`src/rtl/edsr_pkg.sv`:
```
// shared types and constants of the der signature to raw converter
`default_nettype none

package edsr_pkg;

	// status codes of a result
	localparam logic [2:0] ST_OK        = 3'd0;
	localparam logic [2:0] ST_NO_SEQ    = 3'd1;
	localparam logic [2:0] ST_BAD_SEQ   = 3'd2;
	localparam logic [2:0] ST_NO_INT    = 3'd3;
	localparam logic [2:0] ST_BAD_COORD = 3'd4;
	localparam logic [2:0] ST_MALFORMED = 3'd5;

	// der tags and length forms
	localparam logic [7:0] TAG_SEQ     = 8'h30;
	localparam logic [7:0] TAG_INT     = 8'h02;
	localparam logic [7:0] LEN_LONG1   = 8'h81;
	localparam logic [7:0] LEN_SHORT   = 8'h80;
	localparam logic [7:0] SEQ_LEN_MIN = 8'd8;
	localparam logic [7:0] SEQ_LEN_MAX = 8'd137;

	// field size selection from the total signature length
	localparam logic [7:0] SLEN_FS24 = 8'd58;
	localparam logic [7:0] SLEN_FS28 = 8'd66;
	localparam logic [7:0] SLEN_FS32 = 8'd74;
	localparam logic [7:0] SLEN_FS40 = 8'd90;

	// field size and per-command result count fit the widest field of 64 bytes
	localparam int FB_W = 7;
	localparam logic [FB_W-1:0] FS_24 = 7'd24;
	localparam logic [FB_W-1:0] FS_28 = 7'd28;
	localparam logic [FB_W-1:0] FS_32 = 7'd32;
	localparam logic [FB_W-1:0] FS_40 = 7'd40;

	// command queue between parser and output expander
	localparam int QDEPTH = 4;
	localparam int QIDX_W = 2;
	localparam int QCNT_W = 3;

	typedef enum logic [8:0] {
		PH_SEQ_TAG     = 9'b000000001,
		PH_SEQ_LEN     = 9'b000000010,
		PH_SEQ_LEN_EXT = 9'b000000100,
		PH_INT_TAG     = 9'b000001000,
		PH_INT_LEN     = 9'b000010000,
		PH_INT_LEN_EXT = 9'b000100000,
		PH_INT_DROP    = 9'b001000000,
		PH_INT_VALUE   = 9'b010000000,
		PH_IDLE        = 9'b100000000
	} phase_t;

	// one command: count results of the same byte, the final one may close the signature
	typedef struct packed {
		logic [7:0]      data;
		logic [2:0]      status;
		logic [FB_W-1:0] count;
		logic            last;
		logic [7:0]      res_len;
	} cmd_t;

endpackage

`default_nettype wire

```
`src/rtl/edsr_front.sv`:
```
// der parser: takes one signature byte per transfer and issues output commands
`default_nettype none

module edsr_front #(
	parameter int MAX_FIELD_BYTES = 64
) (
	input  wire logic             clk,
	input  wire logic             arst_n,
	input  wire logic             accept,
	input  wire logic [7:0]       sig_byte,
	input  wire logic [7:0]       sig_length,
	input  wire logic             last_byte,
	input  wire logic [7:0]       capacity,
	output logic                  push,
	output edsr_pkg::cmd_t        push_cmd
);
	import edsr_pkg::*;

	localparam logic [FB_W-1:0] FS_MAX = FB_W'(MAX_FIELD_BYTES);

	phase_t          phase_q, phase_d;
	logic [FB_W-1:0] fb_q, fb_d;
	logic            coord_q, coord_d;
	logic [7:0]      vl_q, vl_d;
	logic            first_q, first_d;

	logic [FB_W-1:0] fs_new, fs_eff, pad;
	logic [2:0]      err;
	logic            fin, int_go, cd, val_emit;
	logic [7:0]      vl_dec;

	always_comb begin
		priority if (sig_length <= SLEN_FS24) begin
			fs_new = FS_24;
		end else if (sig_length <= SLEN_FS28) begin
			fs_new = FS_28;
		end else if (sig_length <= SLEN_FS32) begin
			fs_new = FS_32;
		end else if (sig_length <= SLEN_FS40) begin
			fs_new = FS_40;
		end else begin
			fs_new = FS_MAX;
		end
	end

	assign fs_eff = first_q ? fs_new : fb_q;
	assign vl_dec = (vl_q != 8'd0) ? vl_q - 8'd1 : 8'd0;

	always_comb begin
		phase_d  = phase_q;
		fb_d     = fb_q;
		coord_d  = coord_q;
		vl_d     = vl_q;
		first_d  = first_q;
		err      = ST_OK;
		fin      = 1'b0;
		int_go   = 1'b0;
		cd       = 1'b0;
		val_emit = 1'b0;
		pad      = '0;
		push     = 1'b0;
		push_cmd = '{default: '0};

		if (accept && phase_q != PH_IDLE) begin
			first_d = 1'b0;
			if (first_q) begin
				fb_d = fs_new;
				if (capacity < {fs_new, 1'b0}) begin
					err = ST_MALFORMED;
				end
			end

			if (err == ST_OK) begin
				unique case (phase_q)
					PH_SEQ_TAG: begin
						if (sig_byte != TAG_SEQ) err = ST_NO_SEQ;
						else phase_d = PH_SEQ_LEN;
					end
					PH_SEQ_LEN: begin
						if (sig_byte < LEN_SHORT) begin
							if (sig_byte < SEQ_LEN_MIN || sig_byte > SEQ_LEN_MAX) err = ST_BAD_SEQ;
							else phase_d = PH_INT_TAG;
						end else if (sig_byte == LEN_LONG1) begin
							phase_d = PH_SEQ_LEN_EXT;
						end else begin
							err = ST_BAD_SEQ;
						end
					end
					PH_SEQ_LEN_EXT: begin
						if (sig_byte < SEQ_LEN_MIN || sig_byte > SEQ_LEN_MAX) err = ST_BAD_SEQ;
						else phase_d = PH_INT_TAG;
					end
					PH_INT_TAG: begin
						if (sig_byte != TAG_INT) err = ST_NO_INT;
						else phase_d = PH_INT_LEN;
					end
					PH_INT_LEN: begin
						if (sig_byte < LEN_SHORT) int_go = 1'b1;
						else if (sig_byte == LEN_LONG1) phase_d = PH_INT_LEN_EXT;
						else err = ST_MALFORMED;
					end
					PH_INT_LEN_EXT: begin
						int_go = 1'b1;
					end
					PH_INT_DROP: begin
						if (sig_byte != 8'h00) begin
							err = ST_BAD_COORD;
						end else begin
							vl_d    = {1'b0, fs_eff};
							phase_d = PH_INT_VALUE;
						end
					end
					PH_INT_VALUE: begin
						val_emit = 1'b1;
						vl_d     = vl_dec;
						if (vl_dec == 8'd0) cd = 1'b1;
					end
					default: begin
						err = ST_MALFORMED;
					end
				endcase

				// integer length: oversize check, leading zero drop or left padding
				if (int_go) begin
					if ({1'b0, sig_byte} > {2'b00, fs_eff} + 9'd1) begin
						err = ST_BAD_COORD;
					end else begin
						vl_d = sig_byte;
						if (sig_byte == {1'b0, fs_eff} + 8'd1) begin
							phase_d = PH_INT_DROP;
						end else begin
							if (sig_byte[6:0] < fs_eff && sig_byte[7] == 1'b0) begin
								pad = fs_eff - sig_byte[6:0];
							end
							if (sig_byte == 8'd0) cd = 1'b1;
							else phase_d = PH_INT_VALUE;
						end
					end
				end

				// coordinate complete: move on to s or finish
				if (cd) begin
					if (!coord_q) begin
						coord_d = 1'b1;
						phase_d = PH_INT_TAG;
					end else begin
						phase_d = PH_IDLE;
						fin     = 1'b1;
					end
				end
			end

			if (err == ST_OK && last_byte && !fin) begin
				err = ST_MALFORMED;
			end

			if (err != ST_OK) begin
				push             = 1'b1;
				push_cmd.status  = err;
				push_cmd.count   = FB_W'(1);
				push_cmd.last    = 1'b1;
				phase_d          = PH_IDLE;
			end else begin
				push_cmd.last    = fin;
				push_cmd.res_len = fin ? {fs_eff, 1'b0} : 8'd0;
				if (val_emit) begin
					push           = 1'b1;
					push_cmd.data  = sig_byte;
					push_cmd.count = FB_W'(1);
				end else if (pad != '0) begin
					push           = 1'b1;
					push_cmd.count = pad;
				end
			end
		end

		// last byte always readies the parser for a new signature
		if (accept && last_byte) begin
			phase_d = PH_SEQ_TAG;
			fb_d    = '0;
			coord_d = 1'b0;
			vl_d    = 8'd0;
			first_d = 1'b1;
		end
	end

	always_ff @(posedge clk or negedge arst_n) begin
		if (!arst_n) begin
			phase_q <= PH_SEQ_TAG;
			fb_q    <= '0;
			coord_q <= 1'b0;
			vl_q    <= 8'd0;
			first_q <= 1'b1;
		end else begin
			phase_q <= phase_d;
			fb_q    <= fb_d;
			coord_q <= coord_d;
			vl_q    <= vl_d;
			first_q <= first_d;
		end
	end

endmodule

`default_nettype wire

```
`src/rtl/edsr_queue.sv`:
```
// short command queue between parser and output expander
`default_nettype none

module edsr_queue (
	input  wire logic           clk,
	input  wire logic           arst_n,
	input  wire logic           push,
	input  wire edsr_pkg::cmd_t push_cmd,
	output logic                full,
	input  wire logic           pop,
	output edsr_pkg::cmd_t      pop_cmd,
	output logic                empty
);
	import edsr_pkg::*;

	cmd_t              mem_q [QDEPTH];
	logic [QIDX_W-1:0] wr_q, rd_q;
	logic [QCNT_W-1:0] cnt_q;

	assign full    = (cnt_q == QCNT_W'(QDEPTH));
	assign empty   = (cnt_q == '0);
	assign pop_cmd = mem_q[rd_q];

	always_ff @(posedge clk) begin
		if (push) begin
			mem_q[wr_q] <= push_cmd;
		end
	end

	always_ff @(posedge clk or negedge arst_n) begin
		if (!arst_n) begin
			wr_q  <= '0;
			rd_q  <= '0;
			cnt_q <= '0;
		end else begin
			if (push) wr_q <= wr_q + QIDX_W'(1);
			if (pop)  rd_q <= rd_q + QIDX_W'(1);
			unique case ({push, pop})
				2'b10:   cnt_q <= cnt_q + QCNT_W'(1);
				2'b01:   cnt_q <= cnt_q - QCNT_W'(1);
				default: cnt_q <= cnt_q;
			endcase
		end
	end

	a_no_overflow: assert property (@(posedge clk) disable iff (!arst_n)
		push && !pop |-> !full)
		else $error("command queue overflow");

	a_no_underflow: assert property (@(posedge clk) disable iff (!arst_n)
		pop |-> !empty)
		else $error("command queue underflow");

	a_count_bound: assert property (@(posedge clk) disable iff (!arst_n)
		cnt_q <= QCNT_W'(QDEPTH))
		else $error("command queue count out of range");

	a_count_step: assert property (@(posedge clk) disable iff (!arst_n)
		push && !pop |=> cnt_q == $past(cnt_q) + QCNT_W'(1))
		else $error("command queue count did not advance");

endmodule

`default_nettype wire

```
`src/rtl/edsr_back.sv`:
```
// output expander: turns each command into its run of result transfers
`default_nettype none

module edsr_back (
	input  wire logic           clk,
	input  wire logic           arst_n,
	input  wire logic           empty,
	input  wire edsr_pkg::cmd_t pop_cmd,
	output logic                pop,
	output logic                out_valid,
	input  wire logic           out_stall,
	output logic [7:0]          out_byte,
	output logic                out_last,
	output logic [2:0]          status,
	output logic [7:0]          result_length
);
	import edsr_pkg::*;

	cmd_t            cur_q;
	logic [FB_W-1:0] rem_q;
	logic            valid_q;
	logic            final_one, xfer;

	assign final_one = (rem_q == FB_W'(1));
	assign xfer      = valid_q && !out_stall;
	assign pop       = !empty && (!valid_q || (xfer && final_one));

	assign out_valid     = valid_q;
	assign out_byte      = cur_q.data;
	assign status        = cur_q.status;
	assign out_last      = cur_q.last && final_one;
	assign result_length = (cur_q.last && final_one) ? cur_q.res_len : 8'd0;

	always_ff @(posedge clk) begin
		if (pop) begin
			cur_q <= pop_cmd;
		end
	end

	always_ff @(posedge clk or negedge arst_n) begin
		if (!arst_n) begin
			valid_q <= 1'b0;
			rem_q   <= '0;
		end else if (pop) begin
			valid_q <= 1'b1;
			rem_q   <= pop_cmd.count;
		end else if (xfer) begin
			if (final_one) begin
				valid_q <= 1'b0;
			end
			rem_q <= rem_q - FB_W'(1);
		end
	end

endmodule

`default_nettype wire

```
`src/rtl/ecdsa_der_signature_to_raw.sv`:
```
// top level of the der encoded ecdsa signature to raw r and s converter
//
//  channel  | direction | handshake             | payload
//  ---------+-----------+-----------------------+-----------------------------------------
//  sig      | in        | sig_valid / sig_stall | sig_byte, sig_length, last_byte
//  out      | out       | out_valid / out_stall | out_byte, out_last, status, result_length
//  cfg      | in        | cfg_valid / cfg_ready | out_capacity
//
// one signature byte is taken per cycle while sig_stall is low; each byte yields
// no result, one result, or a burst of zero padding of up to MAX_FIELD_BYTES
// results, sent one per cycle unless out_stall holds the current result in place
// reset (arst_n low) clears parser state, the command queue and the output stage,
// and sets the capacity register to 128
// sig_stall rises only when the four-entry command queue is full, which happens
// while the expander works off a padding burst or the output side stalls; a
// command's first result is presented in the cycle after the expander pops it
`default_nettype none

module ecdsa_der_signature_to_raw #(
	parameter int MAX_FIELD_BYTES = 64
) (
	input  wire logic       clk,
	input  wire logic       arst_n,
	// signature bytes
	input  wire logic       sig_valid,
	output logic            sig_stall,
	input  wire logic [7:0] sig_byte,
	input  wire logic [7:0] sig_length,
	input  wire logic       last_byte,
	// raw results
	output logic            out_valid,
	input  wire logic       out_stall,
	output logic [7:0]      out_byte,
	output logic            out_last,
	output logic [2:0]      status,
	output logic [7:0]      result_length,
	// capacity register write
	input  wire logic       cfg_valid,
	output logic            cfg_ready,
	input  wire logic [7:0] out_capacity
);
	import edsr_pkg::*;

	logic       accept, push, pop, full, empty;
	cmd_t       push_cmd, pop_cmd;
	logic [7:0] capacity_q;

	// the register is always writable, so writes must only come while the block is idle
	assign cfg_ready = 1'b1;

	always_ff @(posedge clk or negedge arst_n) begin
		if (!arst_n) begin
			capacity_q <= 8'd128;
		end else if (cfg_valid && cfg_ready) begin
			capacity_q <= out_capacity;
		end
	end

	// a byte transfer happens whenever the queue has room for its command
	assign sig_stall = full;
	assign accept    = sig_valid && !sig_stall;

	// parser: classifies each byte and issues at most one command
	edsr_front #(
		.MAX_FIELD_BYTES(MAX_FIELD_BYTES)
	) u_front (
		.clk        (clk),
		.arst_n     (arst_n),
		.accept     (accept),
		.sig_byte   (sig_byte),
		.sig_length (sig_length),
		.last_byte  (last_byte),
		.capacity   (capacity_q),
		.push       (push),
		.push_cmd   (push_cmd)
	);

	// decouples parsing from padding bursts and output stalls
	edsr_queue u_queue (
		.clk      (clk),
		.arst_n   (arst_n),
		.push     (push),
		.push_cmd (push_cmd),
		.full     (full),
		.pop      (pop),
		.pop_cmd  (pop_cmd),
		.empty    (empty)
	);

	// expander: one result transfer per cycle from the head command unless out_stall is high
	edsr_back u_back (
		.clk           (clk),
		.arst_n        (arst_n),
		.empty         (empty),
		.pop_cmd       (pop_cmd),
		.pop           (pop),
		.out_valid     (out_valid),
		.out_stall     (out_stall),
		.out_byte      (out_byte),
		.out_last      (out_last),
		.status        (status),
		.result_length (result_length)
	);

endmodule

`default_nettype wire
```
`config.mk`:
```
export PLATFORM = sky130hd
export DESIGN_NAME = ecdsa_der_signature_to_raw
export DESIGN_NICKNAME = d
export VERILOG_FILES = /design/src/rtl/edsr_pkg.sv /design/src/rtl/edsr_front.sv /design/src/rtl/edsr_queue.sv /design/src/rtl/edsr_back.sv /design/src/rtl/ecdsa_der_signature_to_raw.sv
export SDC_FILE = /design/constraint.sdc
export NUM_CORES = 1
export LEC_CHECK = 0
export BUFFER_PORTS_ARGS = -buffer_cell sky130_fd_sc_hd__buf_4
export CAP_MARGIN = 40
export CORE_MARGIN = 10
export CORE_UTILIZATION = 45
export DETAILED_ROUTE_END_ITERATION = 7
export SYNTH_ARGS = -nofsm -noshare
export SYNTH_HDL_FRONTEND = slang
export SYNTH_SLANG_ARGS = --single-unit
```
`constraint.sdc`:
```
create_clock -name clk -period 6.2 [get_ports clk]
set_input_delay 0.31 -clock clk [delete_from_list [all_inputs] [get_ports clk]]
set_output_delay 0.31 -clock clk [all_outputs]
set_load 0.01 [all_outputs]
```
==> impl_metrics.tcl, run 1 <==
set metrics [dict create \
    outcome "completed" \
    final_area_um2 9840 \
    r2r_slack_ns 1.27 \
    worst_setup_path_start_kind "primary input" \
    drv_slew 0 \
    power_frac_comb_pct 28.9 \
    swShare_pct 31.7 \
    numCtsBuffers 17 \
    fin_crit_ns 5.35 \
    drc 0 \
    nNetsFinal 807 \
    die_y_um 158 \
    timing.final.ws_setup_ns 0.847 \
    multi_input_area_um2 3480 \
    power_density_nw_per_um2 381 \
    grt_pass1_wl_mm 31.8 \
    grt_antenna_before_repair 0 \
    die_w_um 158 \
    place_area_um2 9240 \
    hold_viol 0 \
    worst_ep_required_time_ns 6.55 \
    nFillCells 1631 \
    tightest_slew_ns 0.802 \
    hp-class "primary input to register" \
    grt_setup_unrepaired "no" \
    synth.net_count 756 \
    first_global_vias 5920 \
    ys_seq_area_share_pct 56.3 \
    synth_edf_count 123 \
    cts_setup_buffers 0 \
    pwr-share-clk_pct 28.7 \
    die_area_um2 25100 \
    maxCapViolCount 0 \
    firstDrtPassIters 4 \
    post-place-ws_ns 0.420 \
    gr-usage-all-layers_pct 16.5 \
    path_class "primary input to register" \
    whs_ns 0.123 \
    peakVddDrop_mv 0.205 \
    yosysWarnings 0 \
    grt_max_degree 47 \
    p_int_mw 2.56 \
    fmax_mhz 187 \
    drt-total-wl_mm 20.1 \
    postRouteAntennaNets 0 \
    clk_pin_slew_ns 0.06 \
    sequentialPowerShare_pct 42.4 \
    port_buffers 47 \
    clkLatencyLatePin_ns 0.42 \
    p_sw_mw 1.19 \
    vias_per_cell 5.83 \
    regArea_um2 4850 \
    synth_cell_types 73 \
    dpl.hpwl_mm 14.4 \
    async_reset_ff_share_pct 27.2 \
    drt-initial-drc-count 501 \
    setup_violations 0 \
    synth.cell_area_um2 8610 \
    antenna_cells 0 \
    endpoint_kind "register" \
    arrival_ns 5.70 \
    coreArea_um2 18800 \
    tns_ns 0 \
    cp_max_fo 7 \
    avgSynthCellArea_um2 12.4 \
    ys.flop_type "edfxtp_1" \
    leakagePower_nw 3.76 \
    htree_levels 4 \
    grt_overflow_total 0 \
    cts_root_buffer "clkbuf_16" \
    cts_buffer_depth 2 \
    cts_resized 0 \
    initial_core_util_pct 45.9 \
    fin_skew_ns 0.0131 \
    netlist_instances 695 \
    cts_tree "yes" \
    slew_headroom_pct 46.3 \
    cts.sinks 169 \
    pin_count 53 \
    dr_total_vias 5782 \
    ys_ff_latch 169 \
    fin_crit_sh_pct 86.3 \
    row_count 50 \
    final_core_util_pct 52.4 \
    drive_gt1_share_pct 19.3 \
    syn_to_final_growth_pct 14.3 \
    wire_per_inst_um 20.3 \
    gp_congestion 0.900 \
]
==> cell type report <==
| class | count | area share, % |
|---|---|---|
| Sequential cell | 169 | 49.3 |
| Multi-Input combinational cell | 463 | 35.3 |
| Timing Repair Buffer | 65 | 5.23 |
| Clock buffer | 18 | 4.36 |
| Tap cell | 234 | 2.97 |
| Clock inverter | 13 | 1.70 |
| Inverter | 30 | 1.14 |
==> registers in the layout, summed over array words and instances, names as in the netlist <==
signal	count
u_front.first_q	1
u_front.fb_q	7
u_front.phase_q	9
u_queue.cnt_q	3
u_back.out_valid	1
u_front.vl_q	8
u_front.coord_q	1
u_queue.rd_q	2
u_queue.wr_q	2
u_back.cur_q	8
u_back.rem_q	7
u_back.status	3
u_back.out_byte	8
u_queue.mem_q	104
capacity_q	5
==> per-layer routing <==
metal / track usage, % / share of wire [%] / up-vias
li1: - / - / 2704
met1: 20.9 / 45 / 2895
met2: 27.8 / 50 / 161
met3: 3.29 / 4.0 / 22
met4: 5.12 / 1.8 / 0
met5: 0 / 0 / -
==> worst paths after layout <==
path | from | end | cells past startpoint
worst max-delay path | sig_length[5] | u_queue.cnt_q[2] | 23
worst min-delay path | out_capacity[6] | capacity_q[6] | 2
worst max register to register | u_front.first_q | u_queue.cnt_q[2] | 19
worst min register to register | u_front.fb_q[6] | u_front.fb_q[6] | 2
max in group asynchronous | arst_n | u_queue.rd_q[0] | 2
min in group asynchronous | arst_n | capacity_q[5] | 2
==> cells in the final DEF (no fill, tap or decap), types with 4 or more instances in the layout <==
cell and count:
edfxtp_1 123, nor2_1 61, buf_4 61, nand2_1 53
dfrtp_1 42, a21oi_1 34, o21ai_0 33, inv_1 30
ha_1 29, mux4_2 26, clkbuf_16 17, nand3_1 15
and2_1 15, and3_1 15, nor3_1 14, xnor2_1 13
xor2_1 12, nor2b_1 10, nand4_1 8, nand2b_1 7
nor4_1 7, a31oi_1 6, mux2_2 6, nor3b_1 5
or4_1 5, o211ai_1 5, o21a_1 4, a211oi_1 4
a22o_1 4
==> power by group through the flow <==
| stage | sequential, mW | combinational, mW | clock [mW] |
|---|---|---|---|
| 2_1_floorplan | 1.55 | 0.786 | 0 |
| 3_3_place_gp | 1.63 | 1.01 | 0 |
| 3_5_place_dp | 1.61 | 1.09 | 0 |
| 4_1_cts | 1.59 | 1.09 | 1.11 |
| 5_1_grt | 1.61 | 1.20 | 1.15 |
| 6_report | 1.59 | 1.08 | 1.08 |
==> logic make-up (layout without fill, tap and decap cells) <==
family / after synthesis / in the layout / synth area share [%]
and+or+nand+nor: 242 / 242 / 14.9
buffers and inverters: 63 / 126 / 3.34
other: 2 / 2 / 0.0873
AOI/OAI and AO/OA: 127 / 127 / 9.96
muxes: 36 / 36 / 8.11
DFF: 169 / 169 / 56.3
xor gates and xnor gates: 25 / 25 / 2.54
adders and majority gates: 31 / 31 / 4.68
==> worst max-delay path, stage by stage <==
cell and delay [ns]:
buf_4 0.12, or3b_1 0.40, or4_4 0.52, a21oi_1 0.20, nor2_1 0.14, a211oi_1 0.33
nand4_1 0.17, or3_1 0.34, ha_1 0.34, nand4_1 0.10, nor3_1 0.26, nand2b_1 0.22
o21ai_0 0.09, or4_1 0.59, nor3b_4 0.27, a31oi_4 0.18, inv_1 0.09, ha_1 0.18
inv_1 0.06, fa_1 0.38, xor2_1 0.15, nor2_1 0.11, xor2_1 0.15
==> synth_stat cells (all sizes together) (3+ instances only) <==
master,number,area (µm²)
ha,29,363
nor2b,10,62.6
dfstp,3,78.8
or3,3,18.8
mux2i,3,30.0
nand2,53,199
o31ai,4,30.0
or3b,4,35.0
clkbuf,16,60.1
o211ai,5,37.5
a31oi,8,80.1
edfxtp,123,3690
a211oi,4,30.0
nand3b,3,22.5
o2111ai,3,26.3
mux4,26,586
xnor2,13,114
o311ai,3,26.3
nor4,9,77.6
xor2,12,105
mux2,7,82.6
inv,30,113
o21a,4,30.0
nand4,8,50.1
nor3b,6,56.3
nand3,15,75.1
nor2,61,229
and2,15,93.8
a21oi,34,170
a22o,4,35.0
nand2b,7,43.8
or4,6,48.8
or2,3,18.8
dfrtp,43,1080
buf,17,115
o21ai,36,184
and3,15,93.8
and4,3,26.3
nor3,15,80.1
==> metrics by stage <==
stage	power, mW	std cells
6_report	3.75	992
5_1_grt	3.96	992
4_1_cts	3.79	992
3_5_place_dp	2.70	960
3_3_place_gp	2.64	956
2_1_floorplan	2.33	695
==> repair_timing <==
action,CTS,global route
hold buffers,1,0
setup endpoints to repair,0,0
hold endpoints to repair,43,0
Power figures use the tool's default switching activity.
==> inputs of run 2 (changes only) <==
--- a/config.mk
+++ b/config.mk
@@ -5,10 +5,12 @@
 export SDC_FILE = /design/constraint.sdc
 export NUM_CORES = 1
 export LEC_CHECK = 0
+export ABC_AREA = 1
 export BUFFER_PORTS_ARGS = -buffer_cell sky130_fd_sc_hd__buf_4
 export CAP_MARGIN = 40
 export CORE_MARGIN = 10
 export CORE_UTILIZATION = 45
+export CTS_BUF_LIST = sky130_fd_sc_hd__clkbuf_4
 export DETAILED_ROUTE_END_ITERATION = 7
 export SYNTH_ARGS = -nofsm -noshare
 export SYNTH_HDL_FRONTEND = slang
==> impl_metrics.tcl, run 2 <==
set metrics [dict create \
    synth.net_count 1091 \
    die_y_um 164 \
    die_w_um 164 \
    yosysWarnings 0 \
    r2r_slack_ns 1.18 \
    synth_cell_types 59 \
    coreArea_um2 20300 \
    power_frac_comb_pct 43.2 \
    pin_count 53 \
    ys_ff_latch 169 \
    reg_top3 "u_queue.mem_q (104), u_front.phase_q (9)" \
    clkLatencyLatePin_ns 0.57 \
    fin_crit_sh_pct 80.9 \
    post-place-ws_ns 0.915 \
    arrival_ns 5.47 \
    yosys.cell_count.top_type "nand2_1" \
    postRouteAntennaNets 0 \
    synth_edf_count 123 \
    path_class "register to register" \
    vias_per_cell 5.27 \
    sequentialPowerShare_pct 41.4 \
    worst_ep_required_time_ns 6.65 \
    final_common_cell "nand2_1" \
    synthAdderAreaFrac_pct 4.32 \
    grt_pass1_wl_mm 36.0 \
    mostFrequentLayoutCells "nand2_1, nor2_1, edfxtp_1" \
    yosys-top-cells-area "edfxtp_1, dfrtp_1, nand2_1" \
    tightest_slew_ns 0.785 \
    worst_setup_path_start_kind "register" \
    ys_seq_area_share_pct 51.9 \
    largest_register_ffs 104 \
    die_area_um2 26900 \
    cts_buffer_depth 2 \
    cts_tree "yes" \
    nNetsFinal 1145 \
    row_count 52 \
    place_area_um2 9970 \
    dr_total_vias 7209 \
    dpl.hpwl_mm 15.4 \
    synth_area_leader_cell "edfxtp_1" \
    cp_max_fo 9 \
    wire_per_inst_um 16.1 \
    cts_root_buffer "clkbuf_4" \
    peakVddDrop_mv 0.125 \
    swShare_pct 41.9 \
    fin_skew_ns 0.0232 \
    cts_setup_buffers 0 \
    grt_setup_unrepaired "no" \
    slowest_delay_ns 0.67 \
    nFillCells 1911 \
    numCtsBuffers 17 \
    setup_violations 0 \
    fmax_mhz 199 \
    p_int_mw 2.32 \
    async_reset_ff_share_pct 27.2 \
    final_core_util_pct 51.0 \
    slew_headroom_pct 47.0 \
    leakagePower_nw 4.30 \
    gr-usage-all-layers_pct 16.8 \
    drc 0 \
    synth.cell_area_um2 9330 \
    timing.final.ws_setup_ns 1.18 \
    gp_congestion 0.918 \
    synthMuxAreaShare_pct 0.483 \
    firstDrtPassIters 5 \
    htree_levels 4 \
    synth_xor_area_share_pct 1.50 \
    cts.sinks 169 \
    outcome "completed" \
    netlist.area_leader.share_pct 39.6 \
    cpMaxStageDelayCell "dfstp_2" \
    maxCapViolCount 0 \
    synth_top_family_by_area "simple AND/OR/NAND/NOR gates" \
    drt-initial-drc-count 431 \
    drive_gt1_share_pct 14.0 \
    ys.flop_type "edfxtp_1" \
    port_buffers 47 \
    path_common_cell "nand2_1" \
    regMostFlops "u_queue.mem_q" \
    power_density_nw_per_um2 385 \
    clk_pin_slew_ns 0.15 \
    fin_crit_ns 5.02 \
    pwr-share-clk_pct 15.4 \
    initial_core_util_pct 46.0 \
    avgSynthCellArea_um2 9.06 \
    drv_slew 0 \
    grt_overflow_total 0 \
    syn_to_final_growth_pct 11.0 \
    ys_top_cells_by_count "nand2_1, nor2_1, edfxtp_1, inv_1, o21ai_0" \
    netlist_instances 1030 \
    synth-simple-area-share_pct 23.1 \
    first_global_vias 6973 \
    p_sw_mw 1.67 \
    grt_antenna_before_repair 1 \
    endpoint_kind "register" \
    grt_max_degree 55 \
    final_area_um2 10400 \
    tns_ns 0 \
    drt-total-wl_mm 22.1 \
    hp-class "primary input to register" \
    hold_viol 0 \
    synth-compound-area-share_pct 11.4 \
    hold_depth 4 \
    r2r_cells 28 \
]
run 2: power by group through the flow:
stage / clock [mW] / sequential [mW] / combinational, mW
floorplan: 0 / 1.65 / 1.24
finish: 0.616 / 1.65 / 1.72
CTS: 0.634 / 1.65 / 1.74
global route: 0.673 / 1.68 / 1.95
global placement: 0 / 1.67 / 1.68
detailed placement: 0 / 1.67 / 1.73
run 2: area by class of cell:
| cell class | count | area [µm²] | area share [%] |
|---|---|---|---|
| inverters | 126 | 483 | 4.66 |
| repair buffers | 70 | 596 | 5.75 |
| flip-flops and latches | 169 | 4850 | 46.8 |
| multi-input cells | 700 | 3820 | 36.9 |
| diodes | 2 | 5.00 | 0.0483 |
| well taps | 270 | 338 | 3.26 |
| clock inverters | 14 | 139 | 1.34 |
| clock buffers | 17 | 128 | 1.23 |
run 2: repair_timing:
item | 4_1_cts | 5_1_grt
gates resized for setup | 0 | 0
hold endpoints to repair | 48 | 0
hold buffers | 12 | 0
run 2: layer usage:
layer  up-vias  part of all wire [%]  global-route usage (%)  wire, µm
met5         -                     0                       0         0
met4         0                   1.5                    4.39       330
met2       165                    48                    28.5     10500
met1      3387                    46                    21.7     10200
li1       3633                     -                       -         -
met3        24                   4.7                    2.93      1040
run 2: worst max-delay path, delay by kind of cell (launching register included):
kind	cells	cell delay [ns]
XOR/XNOR	2	0.33
adder cells (fa/ha/maj)	3	0.89
buffers and inverters	4	0.54
AO/OA/AOI/OAI	4	0.67
AND/OR/NAND/NOR	15	1.78
flip-flops	1	0.67
run 2: cell families after synthesis:
family	count (synthesis)
xor gates and xnor gates	16
adders and majority gates	31
buffers and inverters	161
muxes	4
AOI/OAI and AO/OA	178
and+or+nand+nor	469
DFF	169
other	2
run 2: path summary, 6_finish.rpt:
check | endpoint | start
max | u_queue.cnt_q[2] | u_front.first_q
min | u_front.phase_q[8] | last_byte
max reg2reg | u_queue.cnt_q[2] | u_front.first_q
min reg2reg | u_queue.cnt_q[0] | u_queue.cnt_q[0]
max in group asynchronous | u_front.fb_q[4] | arst_n
min in group asynchronous | u_back.rem_q[6] | arst_n
run 2: metrics by stage:
stage          power, mW  hold slack [ns]  instances
2_1_floorplan       2.89           0.0144       1030
3_3_place_gp        3.35            0.375       1321
3_5_place_dp        3.40            0.374       1323
4_1_cts             4.03         0.000392       1366
5_1_grt             4.30           0.0280       1368
6_report            3.99           0.0495       1368
==> inputs of run 3 (changes only) <==
--- a/config.mk
+++ b/config.mk
@@ -5,7 +5,7 @@
 export SDC_FILE = /design/constraint.sdc
 export NUM_CORES = 1
 export LEC_CHECK = 0
-export ABC_AREA = 1
+export ABC_AREA = 0
 export BUFFER_PORTS_ARGS = -buffer_cell sky130_fd_sc_hd__buf_4
 export CAP_MARGIN = 40
 export CORE_MARGIN = 10
==> constraint.sdc (replaced) <==
create_clock -name clk -period 4.12 [get_ports clk]
set_input_delay 0.206 -clock clk [delete_from_list [all_inputs] [get_ports clk]]
set_output_delay 0.206 -clock clk [all_outputs]
set_load 0.01 [all_outputs]
==> impl_metrics.tcl, run 3 (synthesis results as in run 1) <==
set metrics [dict create \
    htree_levels 4 \
    drt-initial-drc-count 427 \
    hp-class "primary input to register" \
    grt_pass1_wl_mm 33.1 \
    leakagePower_nw 4.20 \
    layout.cells.non_filler 1095 \
    largest_register_ffs 104 \
    cts.sinks 169 \
    nFillCells 1551 \
    regMostFlops "u_queue.mem_q" \
    path_class "primary input to register" \
    power_frac_comb_pct 41.2 \
    dp.cells 1024 \
    tightest_slew_ns 0.653 \
    pwr-share-clk_pct 16.7 \
    final_area_um2 10700 \
    worst_ep_required_time_ns 4.60 \
    post-place-ws_ns -0.942 \
    fin_skew_ns 0.0280 \
    maxCapViolCount 0 \
    port_buffers 47 \
    coreArea_um2 18800 \
    peakVddDrop_mv 0.205 \
    slowest_delay_ns 0.54 \
    outcome "finished with violations" \
    gr-usage-all-layers_pct 17.2 \
    fin_crit_sh_pct 106 \
    reg_top3 "u_queue.mem_q (104), u_front.phase_q (9)" \
    grt_setup_unrepaired "yes" \
    grt_antenna_before_repair 1 \
    final_core_util_pct 57.1 \
    final_common_cell "buf_4" \
    drc 0 \
    dpl.hpwl_mm 15.0 \
    slew_headroom_pct 56.5 \
    nNetsFinal 908 \
    path_cells "buf_6 > or3b_1 > or4_4 > a21oi_4 > buf_6 > mux2i_1 > a21oi_2 > and4_4 > xnor2_2 > ha_1 > nand4_1 > nor3_2 > nand2b_4 > o21ai_2 > or4_4 > nor3b_4 > a31oi_4 > inv_2 > ha_4 > inv_2 > fa_2 > xor2_1 > nor2_1 > xor2_1" \
    hold_viol 0 \
    endpoint_kind "register" \
    cp_max_fo 4 \
    cts_root_buffer "clkbuf_4" \
    fin_crit_ns 4.38 \
    power_density_nw_per_um2 520 \
    drv_slew 0 \
    die_area_um2 25100 \
    drt-total-wl_mm 21.8 \
    clk_pin_slew_ns 0.15 \
    sequentialPowerShare_pct 42.1 \
    grt_max_degree 47 \
    numCtsBuffers 17 \
    syn_to_final_growth_pct 24.6 \
    tns_ns -2.45 \
    dr_total_vias 6152 \
    drive_gt1_share_pct 31.7 \
    p_sw_mw 1.95 \
    vias_per_cell 5.62 \
    pin_count 53 \
    failed_checks "negative setup slack" \
    worst_setup_path_start_kind "primary input" \
    postRouteAntennaNets 0 \
    die_w_um 158 \
    cts_tree "yes" \
    clkLatencyLatePin_ns 0.58 \
    whs_ns 0.0698 \
    p_total_mw 5.57 \
    arrival_ns 4.86 \
    firstDrtPassIters 5 \
    place_area_um2 9860 \
    first_global_vias 6219 \
    cpMaxStageDelayCell "or4_4" \
    setup_violations 91 \
    fmax_mhz 229 \
    swShare_pct 35.0 \
    p_int_mw 3.62 \
    grt_overflow_total 0 \
    gp_congestion 0.917 \
    timing.final.ws_setup_ns -0.256 \
    initial_core_util_pct 45.9 \
    die_y_um 158 \
    mostFrequentLayoutCells "buf_4, edfxtp_1, nor2_1" \
    cts_buffer_depth 2 \
    wire_per_inst_um 20.0 \
    row_count 50 \
]
run 3: cell types whose count changed in the layout (fill, tap and decap cells not counted), moves of 28 or more:
cell     delta
nand3_1    -54
nand2_1   -113
inv_1      -90
buf_4      +71
o22ai_1    -28
nor2_1     -98
o21ai_0    -57
run 3: layout make-up:
class	count	area [µm²]	share of cell area, %
Inverter	30	113	1.05
Sequential cell	169	4850	45.2
Timing Repair Buffer	166	1530	14.3
Multi-Input combinational cell	463	3650	34.1
Antenna cell	1	2.50	0.0233
Clock inverter	15	155	1.45
Clock buffer	17	128	1.19
Tap cell	234	293	2.73
run 3: timing repair:
item,in CTS,in global routing
cloned,0,12
endpoints found under the setup margin,44,132
hold buffers,16,0
pin swaps,17,19
gates resized for setup,6,23
buffers inserted,6,4
hold endpoints to repair,54,0
run 3: worst paths after layout:
kind | slack, ns | startpoint | endpoint | cells after the start
hold reg to reg | 0.50 | u_front.fb_q[6] | u_front.fb_q[6] | 2
setup reg to reg | -0.21 | u_front.first_q | u_queue.cnt_q[2] | 20
hold / removal | 0.07 | sig_byte[3] | u_front.vl_q[3] | 3
max in group asynchronous | 3.47 | arst_n | u_back.rem_q[1] | 2
min in group asynchronous | 0.19 | arst_n | u_queue.rd_q[1] | 2
setup / recovery | -0.26 | sig_length[7] | u_queue.cnt_q[2] | 24
run 3: worst max-delay path: cells and delay by family:
family	cells	cell delay, ns
xor gates and xnor gates	3	0.37
and+or+nand+nor	9	2.49
adders and majority gates	3	0.79
buffers and inverters	4	0.31
muxes	1	0.08
AOI/OAI and AO/OA	4	0.61
run 3: metal layers:
layer	up-vias	global-route usage [%]	share of wire [%]
li1	2915	-	-
met3	18	3.59	3.5
met5	-	0	0
met1	3092	22.2	45
met2	127	28.7	50
met4	0	4.50	0.92
run 3: power by group through the flow:
stage | Sequential, mW | Clock (mW) | Combinational, mW
global route | 2.38 | 1.04 | 2.48
floorplan | 2.33 | 0 | 1.23
detailed placement | 2.39 | 0 | 2.01
global placement | 2.37 | 0 | 1.97
finish | 2.35 | 0.930 | 2.30
CTS | 2.35 | 0.961 | 2.05
